<file path="src/hw/rtl/tidu_pkg.sv">
// ----------------------------------------------------------------------------
// tidu_pkg: shared types and constants of the transmit I/Q deframer/upsampler
// Frame layout constants, group byte offsets and the pair record that
// travels from the deframer to the interpolator.
// ----------------------------------------------------------------------------
package tidu_pkg;

	// Frame layout in bytes.
	localparam int unsigned HEADER_BYTES = 16;
	localparam int unsigned SYNC_BYTES   = 8;
	localparam int unsigned GROUP_BYTES  = 8;

	// Width of the rate mode register and of the run counter.
	localparam int unsigned RATE_W = 2;
	localparam int unsigned RUN_W  = 3;

	// Byte offsets within one group (L1 L0 R1 R0 I1 I0 Q1 Q0).
	localparam logic [2:0] OFF_I_HI = 3'd4;
	localparam logic [2:0] OFF_I_LO = 3'd5;
	localparam logic [2:0] OFF_Q_HI = 3'd6;
	localparam logic [2:0] OFF_Q_LO = 3'd7;

	// One completed I/Q pair waiting for the interpolator.
	typedef struct packed {
		logic               vld;
		logic signed [15:0] i;
		logic signed [15:0] q;
	} pair_t;

endpackage

</file>
<file path="src/hw/rtl/tidu_deframe.sv">
// ----------------------------------------------------------------------------
// tidu_deframe: frame byte deframer
// Tracks the byte position in the frame, drops header, sync and audio bytes
// and assembles big-endian I/Q pairs into a one-entry pair register.
// ----------------------------------------------------------------------------
module tidu_deframe #(
	parameter int unsigned GROUPS_PER_FRAME = 126
) (
	input  logic          clk,
	input  logic          arst_n,
	input  logic          accept,
	input  logic [7:0]    data_byte,
	input  logic          frame_start,
	input  logic          load,
	output tidu_pkg::pair_t pair
);

	localparam int unsigned FIRST_GROUPS = GROUPS_PER_FRAME / 2;
	localparam int unsigned FRAME_BYTES  = tidu_pkg::HEADER_BYTES + tidu_pkg::SYNC_BYTES
		+ tidu_pkg::GROUP_BYTES * GROUPS_PER_FRAME;
	localparam int unsigned POS_W   = $clog2(FRAME_BYTES);
	localparam int unsigned GRP1_LO = tidu_pkg::HEADER_BYTES;
	localparam int unsigned GRP1_HI = GRP1_LO + tidu_pkg::GROUP_BYTES * FIRST_GROUPS;
	localparam int unsigned GRP2_LO = GRP1_HI + tidu_pkg::SYNC_BYTES;

	logic [POS_W-1:0] pos_q;
	logic [POS_W-1:0] pos_cur;
	logic [POS_W-1:0] pos_nxt;
	logic             in_grp;
	logic             pair_done;
	logic [7:0]       i_hi_q;
	logic [15:0]      i_cur_q;
	logic [7:0]       q_hi_q;
	tidu_pkg::pair_t  pair_s1;

	// Position of the byte being taken and of the next one.
	always_comb begin
		pos_cur = frame_start ? '0 : pos_q;
		pos_nxt = (pos_cur == POS_W'(FRAME_BYTES - 1)) ? '0 : pos_cur + POS_W'(1);
		in_grp  = ((pos_cur >= POS_W'(GRP1_LO)) && (pos_cur < POS_W'(GRP1_HI)))
			|| (pos_cur >= POS_W'(GRP2_LO));
		pair_done = accept && in_grp && (pos_cur[2:0] == tidu_pkg::OFF_Q_LO);
	end

	// Byte capture and pair register. Group regions start on multiples of
	// eight, so the low position bits give the offset within the group.
	always_ff @(posedge clk or negedge arst_n) begin
		if (!arst_n) begin
			pos_q     <= '0;
			i_hi_q    <= '0;
			i_cur_q   <= '0;
			q_hi_q    <= '0;
			pair_s1   <= '0;
		end else begin
			if (load && !pair_done) begin
				pair_s1.vld <= 1'b0;
			end
			if (accept) begin
				pos_q <= pos_nxt;
				if (in_grp) begin
					unique case (pos_cur[2:0])
						tidu_pkg::OFF_I_HI: i_hi_q  <= data_byte;
						tidu_pkg::OFF_I_LO: i_cur_q <= {i_hi_q, data_byte};
						tidu_pkg::OFF_Q_HI: q_hi_q  <= data_byte;
						tidu_pkg::OFF_Q_LO: begin
							pair_s1.vld <= 1'b1;
							pair_s1.i   <= i_cur_q;
							pair_s1.q   <= {q_hi_q, data_byte};
						end
						default: ;
					endcase
				end
			end
		end
	end

	assign pair = pair_s1;

	// A pending pair is never overwritten before the interpolator takes it.
	a_pair_hold: assert property (@(posedge clk) disable iff (!arst_n)
		pair_s1.vld && !load |=> pair_s1.vld && $stable(pair_s1.i) && $stable(pair_s1.q))
		else $error("pending pair changed before load");

	// Loading a pair with no new pair completing empties the register.
	a_pair_drain: assert property (@(posedge clk) disable iff (!arst_n)
		load && !accept |=> !pair_s1.vld)
		else $error("pair register not emptied on load");

endmodule

</file>
<file path="src/hw/rtl/tidu_interp.sv">
// ----------------------------------------------------------------------------
// tidu_interp: linear interpolation run generator
// Loads one pair, computes the per-step delta truncated toward zero, steps an
// accumulator into the result register, one result per cycle unless stalled.
// ----------------------------------------------------------------------------
module tidu_interp (
	input  logic                          clk,
	input  logic                          arst_n,
	input  tidu_pkg::pair_t               pair,
	input  logic [tidu_pkg::RATE_W-1:0]   rate_mode,
	output logic                          load,
	output logic                          out_valid,
	input  logic                          out_stall,
	output logic signed [15:0]            i_out,
	output logic signed [15:0]            q_out,
	output logic                          run_last
);

	logic                        busy_q;
	logic [tidu_pkg::RUN_W-1:0]  rem_q;
	logic [15:0]                 acc_i_q;
	logic [15:0]                 acc_q_q;
	logic [15:0]                 dlt_i_q;
	logic [15:0]                 dlt_q_q;
	logic [15:0]                 cur_i_q;
	logic [15:0]                 cur_q_q;
	logic [15:0]                 prev_i_q;
	logic [15:0]                 prev_q_q;
	logic                        out_vld_q;
	logic [15:0]                 out_i_q;
	logic [15:0]                 out_q_q;
	logic                        out_last_q;

	logic                        out_free;
	logic                        emit;
	logic                        finish;
	logic [tidu_pkg::RUN_W-1:0]  n_m1;
	logic signed [16:0]          diff_i;
	logic signed [16:0]          diff_q;
	logic signed [16:0]          bias;
	logic signed [16:0]          dsum_i;
	logic signed [16:0]          dsum_q;
	logic [15:0]                 dlt_i;
	logic [15:0]                 dlt_q;

	// Run control: a new pair loads when idle or as a run shows its last result.
	always_comb begin
		out_free = !out_vld_q || !out_stall;
		emit     = busy_q && out_free;
		finish   = emit && (rem_q == '0);
		load     = pair.vld && (!busy_q || finish);
		n_m1     = tidu_pkg::RUN_W'((4'd1 << rate_mode) - 4'd1);
	end

	// Delta: difference shifted right by the rate mode, biased so that
	// negative values truncate toward zero.
	always_comb begin
		diff_i = {pair.i[15], pair.i} - {prev_i_q[15], prev_i_q};
		diff_q = {pair.q[15], pair.q} - {prev_q_q[15], prev_q_q};
		bias   = 17'(n_m1);
		dsum_i = diff_i[16] ? diff_i + bias : diff_i;
		dsum_q = diff_q[16] ? diff_q + bias : diff_q;
		dlt_i  = 16'(dsum_i >>> rate_mode);
		dlt_q  = 16'(dsum_q >>> rate_mode);
	end

	// Run state and result register.
	always_ff @(posedge clk or negedge arst_n) begin
		if (!arst_n) begin
			busy_q     <= 1'b0;
			rem_q      <= '0;
			acc_i_q    <= '0;
			acc_q_q    <= '0;
			dlt_i_q    <= '0;
			dlt_q_q    <= '0;
			cur_i_q    <= '0;
			cur_q_q    <= '0;
			prev_i_q   <= '0;
			prev_q_q   <= '0;
			out_vld_q  <= 1'b0;
			out_i_q    <= '0;
			out_q_q    <= '0;
			out_last_q <= 1'b0;
		end else begin
			if (emit) begin
				out_vld_q <= 1'b1;
				if (rem_q != '0) begin
					out_i_q    <= acc_i_q;
					out_q_q    <= acc_q_q;
					out_last_q <= 1'b0;
					acc_i_q    <= acc_i_q + dlt_i_q;
					acc_q_q    <= acc_q_q + dlt_q_q;
					rem_q      <= rem_q - tidu_pkg::RUN_W'(1);
				end else begin
					out_i_q    <= cur_i_q;
					out_q_q    <= cur_q_q;
					out_last_q <= 1'b1;
					if (!load) begin
						busy_q <= 1'b0;
					end
				end
			end else if (out_free) begin
				out_vld_q <= 1'b0;
			end
			if (load) begin
				busy_q   <= 1'b1;
				rem_q    <= n_m1;
				dlt_i_q  <= dlt_i;
				dlt_q_q  <= dlt_q;
				acc_i_q  <= prev_i_q + dlt_i;
				acc_q_q  <= prev_q_q + dlt_q;
				cur_i_q  <= pair.i;
				cur_q_q  <= pair.q;
				prev_i_q <= pair.i;
				prev_q_q <= pair.q;
			end
		end
	end

	assign out_valid = out_vld_q;
	assign i_out     = out_i_q;
	assign q_out     = out_q_q;
	assign run_last  = out_last_q;

	// An idle generator has no results left to give.
	a_idle_rem: assert property (@(posedge clk) disable iff (!arst_n)
		!busy_q |-> rem_q == '0)
		else $error("run count nonzero while idle");

	// A load starts a run of the selected length.
	a_load_run: assert property (@(posedge clk) disable iff (!arst_n)
		load |=> busy_q && rem_q == $past(n_m1))
		else $error("run not started on load");

	// An interpolated result is always followed by more of the same run.
	a_run_cont: assert property (@(posedge clk) disable iff (!arst_n)
		emit && rem_q != '0 |=> busy_q)
		else $error("run ended before its last result");

endmodule

</file>
<file path="src/hw/rtl/tx_iq_deframe_upsampler.sv">
// ----------------------------------------------------------------------------
// tx_iq_deframe_upsampler: transmit frame I/Q deframer and upsampler
// Takes frame bytes, extracts I/Q pairs and emits 1, 2, 4 or 8 linearly
// interpolated samples per pair.
//
//   Channel  Direction  Handshake             Payload
//   in       input      in_valid / in_stall   data_byte, frame_start
//   out      output     out_valid / out_stall i_out, q_out, run_last
//   cfg      input      cfg_valid / cfg_ready rate_mode
//
// One byte is taken every cycle in which in_valid is high and in_stall low.
// A completed pair gives 2^rate_mode results, one per cycle from the result
// register unless out_stall holds it; the first goes through the pair register
// and the run state, after the last result of any run still in progress.
// in_stall rises only when a completed pair waits for a run still in progress.
// Reset clears the frame position, previous pair and rate mode to zero.
// ----------------------------------------------------------------------------
module tx_iq_deframe_upsampler #(
	parameter int unsigned GROUPS_PER_FRAME = 126
) (
	input  logic                        clk,
	input  logic                        arst_n,
	input  logic                        in_valid,
	output logic                        in_stall,
	input  logic [7:0]                  data_byte,
	input  logic                        frame_start,
	output logic                        out_valid,
	input  logic                        out_stall,
	output logic signed [15:0]          i_out,
	output logic signed [15:0]          q_out,
	output logic                        run_last,
	input  logic                        cfg_valid,
	output logic                        cfg_ready,
	input  logic [tidu_pkg::RATE_W-1:0] rate_mode
);

	logic [tidu_pkg::RATE_W-1:0] rate_q;
	tidu_pkg::pair_t             pair;
	logic                        load;
	logic                        accept;

	// Configuration register, always ready.
	assign cfg_ready = 1'b1;
	always_ff @(posedge clk or negedge arst_n) begin
		if (!arst_n) begin
			rate_q <= '0;
		end else if (cfg_valid) begin
			rate_q <= rate_mode;
		end
	end

	// Input handshake: hold off only while a pending pair cannot load.
	assign in_stall = pair.vld && !load;
	assign accept   = in_valid && !in_stall;

	tidu_deframe #(
		.GROUPS_PER_FRAME(GROUPS_PER_FRAME)
	) u_deframe (
		.clk        (clk),
		.arst_n     (arst_n),
		.accept     (accept),
		.data_byte  (data_byte),
		.frame_start(frame_start),
		.load       (load),
		.pair       (pair)
	);

	tidu_interp u_interp (
		.clk       (clk),
		.arst_n    (arst_n),
		.pair      (pair),
		.rate_mode (rate_q),
		.load      (load),
		.out_valid (out_valid),
		.out_stall (out_stall),
		.i_out     (i_out),
		.q_out     (q_out),
		.run_last  (run_last)
	);

endmodule
</file>
<file path="config.mk">
export PLATFORM = sky130hd
export DESIGN_NAME = tx_iq_deframe_upsampler
export DESIGN_NICKNAME = d
export VERILOG_FILES = /design/src/hw/rtl/tidu_pkg.sv /design/src/hw/rtl/tidu_deframe.sv /design/src/hw/rtl/tidu_interp.sv /design/src/hw/rtl/tx_iq_deframe_upsampler.sv
export SDC_FILE = /design/constraint.sdc
export NUM_CORES = 1
export LEC_CHECK = 0
export BUFFER_PORTS_ARGS = -buffer_cell sky130_fd_sc_hd__buf_2
export CAP_MARGIN = 20
export CORE_MARGIN = 5
export CORE_UTILIZATION = 60
export DETAILED_ROUTE_END_ITERATION = 6
export HOLD_SLACK_MARGIN = 0.03
export MAX_ROUTING_LAYER = met4
export PLACE_DENSITY = 0.81
export RECOVER_POWER = 100
export SYNTH_ARGS = -nofsm -noshare
export SYNTH_HDL_FRONTEND = slang
export SYNTH_SLANG_ARGS = --single-unit
</file>
<file path="constraint.sdc">
create_clock -name clk -period 7.1 [get_ports clk]
set_input_delay 0.71 -clock clk [delete_from_list [all_inputs] [get_ports clk]]
set_output_delay 0.71 -clock clk [all_outputs]
set_load 0.02 [all_outputs]
</file>
==> key figures <==
Floorplan
  – DIE WIDTH: roughly 170 um
  – IO Count: 52
  – Total Die Area: 28770 um2
  – Initial Utilization: 0.6087
  – Die height: approximately 170 um
  – Rows: between 50 and 60
  – Core Region: 25110 um2

Logic synthesis
  – Top post-synthesis cells by area: dfrtp_1 35%, ha_1 8.9%, mux2_2 6.9%
  – Synth Area per Inst: around 9.0 um2
  – Post-synth top area cell: dfrtp_1
  – Synth Instances: around 1.7k
  – Compound-Gate Fraction of Synth Area: 0.2285
  – Seq/Total Area, Yosys: 0.3471
  – YS warnings: 0
  – Xor and xnor area share after synthesis: 0.05223
  – Fraction of registers with async set/reset: 1.000
  – Ys flop type: dfrtp_1
  – Simple-Gate Fraction of Synth Area: 0.1439
  – Mapped cell area: around 15000 um2
  – Number of synthesized flops with an enable pin: 0
  – Largest family of logic cells by synthesized area: compound AO/OA/AOI/OAI gates
  – Syn nets: roughly 1.8k
  – Synth cell types: 95
  – FF+latch count, synth: around 210
  – Share of the synthesized area in the top cell type: 0.3471
  – Synth Area in Adders: 0.09971
  – Post-synthesis mux area share: 0.08661

STA
  – # setup viols final: 0
  – Unrepaired setup endpoints after global routing: false
  – Setup_tns: 0 ps
  – Worst Tran Pin Value: 3392 ps
  – Max-slew violations: around 390
  – Period Utilization, post-route: 0.9289
  – Fmax achieved: 151.6 MHz
  – Skew final: 11.44 ps
  – Tmin final: 6595 ps
  – Setup slack after layout: 504.9 ps
  – Final hold vios: 0
  – Slew HR: -1.261

Final layout
  – Area grow syn2layout: 7.957%
  – Nets: approximately 1.9k
  – Final core utilization: 0.6572
  – Antenna Cells: 0
  – Fill cell count: 2095
  – Share of cells above drive strength 1: 0.1107
  – Cell Count, Final, Fillers Out: slightly above 2k
  – Sequential Area: 5305 um2
  – Final Cell Area: 16500 um2
  – Area of the multi-input gates: between 9000 and 10000 um2

Clocking
  – Post-cts repair resize count: 0
  – Clk_lat worst skew: around 530 ps
  – TritonCTS buffer count: 24
  – CTS tree: yes
  – Clk root buf: clkbuf_16
  – Postcts setup bufs: 0
  – Buffer depth of the longest clock path: 3
  – Cts hold-fix bufs: 0
  – H-tree lvl count: 1
  – # clock sinks: between 200 and 250
  – Clk slew on worst S/H paths: 60 ps

Route
  – Routed WL per cell: around 20 um
  – Initial drt markers: 1225
  – Vias: between 10k and 15k
  – Final antenna-violating net count: 0
  – Drt first pass iters: 5
  – # DRC: 0
  – Final wirelength: 40.38 mm
  – Via density: approximately 6.3

Worst hold path
  – Hold path cells: 3
  – Hold crit path type: in2reg
  – Hold Startpoint: out_stall

Global routing
  – GRT Total Usage: 0.2859
  – Overflow after GRT: 0
  – Largest net degree at the start of global routing: 136
  – First-pass GRT wire length: 65.52 mm
  – Vias in the first global route: between 10k and 15k
  – Antenna violations before repair: 0

Pwr
  – Power per cell area: 164.8 nW/um2
  – Maximum vdd ir drop: between 0.15 and 0.2 mV
  – Leakage: slightly below 8 nW

Critical path
  – Crit-path slowest cell: a2111oi_0
  – CP arrival: 7010 ps
  – CP delay by family, top: compound AO/OA/AOI/OAI gates
  – Setup crit end kind: flop
  – Worst Path Buf+Inv: 2
  – Crit path cell chain: buf_4 > inv_1 > nor2_1 > ha_1 > a21oi_1 > a211oi_1 > nand3_1 > a2111oi_0 > a21oi_1 > a211oi_1 > mux2_1 > or3_1 > o21ai_0 > ha_1 > a2111o_1 > o21ai_0 > o21bai_1 > a21oi_1 > xnor3_1 > mux2i_1
  – Reg2reg setup slack: a little over 500 ps
  – CP max stage delay: 850 ps
  – CP max FO: 29
  – Reg2reg end: u_interp.acc_q_q[15]$_DFFE_PN0P_
  – Worst R2R Path Depth: 20
  – Critical setup path kind: reg2reg
  – Critical Path Source Type: flop
  – Crit-path most repeated cell: a21oi_1
  – Reg2Reg Launch Point: rate_q[1]$_DFFE_PN0P_
  – Worst setup path start: rate_q[1]$_DFFE_PN0P_
  – Worst setup path end: u_interp.acc_q_q[15]$_DFFE_PN0P_
  – WP depth: 20
  – Crit path required time: 7510 ps

Place
  – Post-DP Area: about 16000 um2
  – Number of buffers added on ports: 50
  – Routability cong.: 0.9581
  – Placed instance count: 2020
  – Pre-CTS WS: 773.7 ps
  – DP HPWL: ~30 mm

Outcome
  – Failing checks: max-capacitance violations, max-slew violations
  – Status: complete, but fails checks

Job
  – Max-cap violations: 6
Yosys cell counts (all sizes together), types with 6 or more instances:
master	number
a2111oi	10
a211oi	30
a21boi	8
a21o	31
a21oi	126
a22oi	6
a31oi	17
and2	14
and3	18
buf	13
clkbuf	60
dfrtp	212
fa	8
ha	109
inv	90
mux2	94
mux2i	22
nand2	174
nand2b	19
nand3	27
nand4	12
nor2	134
nor2b	12
nor3	28
o2111ai	9
o211ai	26
o21a	10
o21ai	138
o21bai	19
o22ai	14
o31a	7
o31ai	13
or2	10
or3	14
xnor2	54
xor2	32
kinds of logic (layout without fill, tap and decap cells):
family / Yosys count / after routing
AO/OA/AOI/OAI: 523 / 523
adder cells (fa/ha/maj): 117 / 117
multiplexers: 118 / 118
other: 1 / 1
AND/OR/NAND/NOR: 479 / 479
flip-flops: 212 / 212
XOR/XNOR: 88 / 88
buffers and inverters: 163 / 197
registers in the layout, indices dropped and copies added, names as in the netlist, 11 cells and up:
name and flops:
u_interp.cur_i_q 16, u_interp.dlt_q_q 16, u_interp.acc_q_q 16, u_interp.q_out 16, u_deframe.i_cur_q 16, u_interp.cur_q_q 16, u_deframe.pos_q 11, u_interp.acc_i_q 16
u_interp.dlt_i_q 16, u_interp.i_out 16, u_deframe.pair 33
worst reg2reg max path, delay by kind of cell, from the launching register on:
family	cells	cell delay, ps
mux	2	570
compound gates	10	2990
xor+xnor	1	230
buf+inv	2	760
fa+ha+maj	2	730
flops	1	380
simple gates	3	820
layer usage:
layer  up-vias  GRT usage  share of wire
met5         -          -              0
met4         0    0.05635          0.019
met3        59    0.03820          0.078
met2       499     0.4131           0.43
met1      6287     0.4332           0.47
li1       6208          -              -
cells in the final DEF, fill, tap and decap left out, types with 17 or more instances in the layout:
cell type and count:
mux2_2 92, dfrtp_1 212, xor2_1 32, a211oi_1 28, mux2i_1 22, a21oi_1 125
o211ai_1 24, nand2b_1 18, a21o_1 30, nor2_1 134, clkbuf_16 25, ha_1 109
nand2_1 174, xnor2_1 54, nor3_1 28, a31oi_1 17, nand3_1 27, o21ai_0 135
and3_1 17, o21bai_1 19, clkbuf_1 42, inv_1 90
where the power goes:
group / switching [mW] / internal, mW / total [mW]
sequential: 0.00433 / 1.21 / 1.22
clock: 0.506 / 0.746 / 1.25
combinational: 0.160 / 0.0908 / 0.251
total: 0.671 / 2.05 / 2.72
worst min-delay path by stage:
| stage | to | slack, ps |
|---|---|---|
| floorplan | rate_q[0]$_DFFE_PN0P_ | 410 |
| global placement | u_interp.q_out[7]$_DFFE_PN0P_ | 460 |
| detailed placement | u_interp.q_out[6]$_DFFE_PN0P_ | 460 |
| CTS | u_interp.cur_i_q[1]$_DFFE_PN0P_ | 360 |
| global route | rate_q[1]$_DFFE_PN0P_ | 460 |
| finish | u_interp.out_valid$_DFFE_PN0P_ | 430 |
metrics by stage:
step | hold WS (ps) | power (mW)
after floorplan | 414.4 | 1.402
after global placement | 455.6 | 1.479
after detailed placement | 464.4 | 1.485
after CTS | 360.4 | 2.735
after global routing | 457.6 | 2.815
final | 434.2 | 2.720
cell type report:
class,count,area share
Sequential cell,212,0.3215
Timing Repair Buffer,64,0.01865
Clock buffer,30,0.04087
Tap cell,330,0.02502
Clock inverter,13,0.007810
Multi-Input combinational cell,1326,0.5657
Inverter,90,0.02047
(Power assumes the default switching activity.)
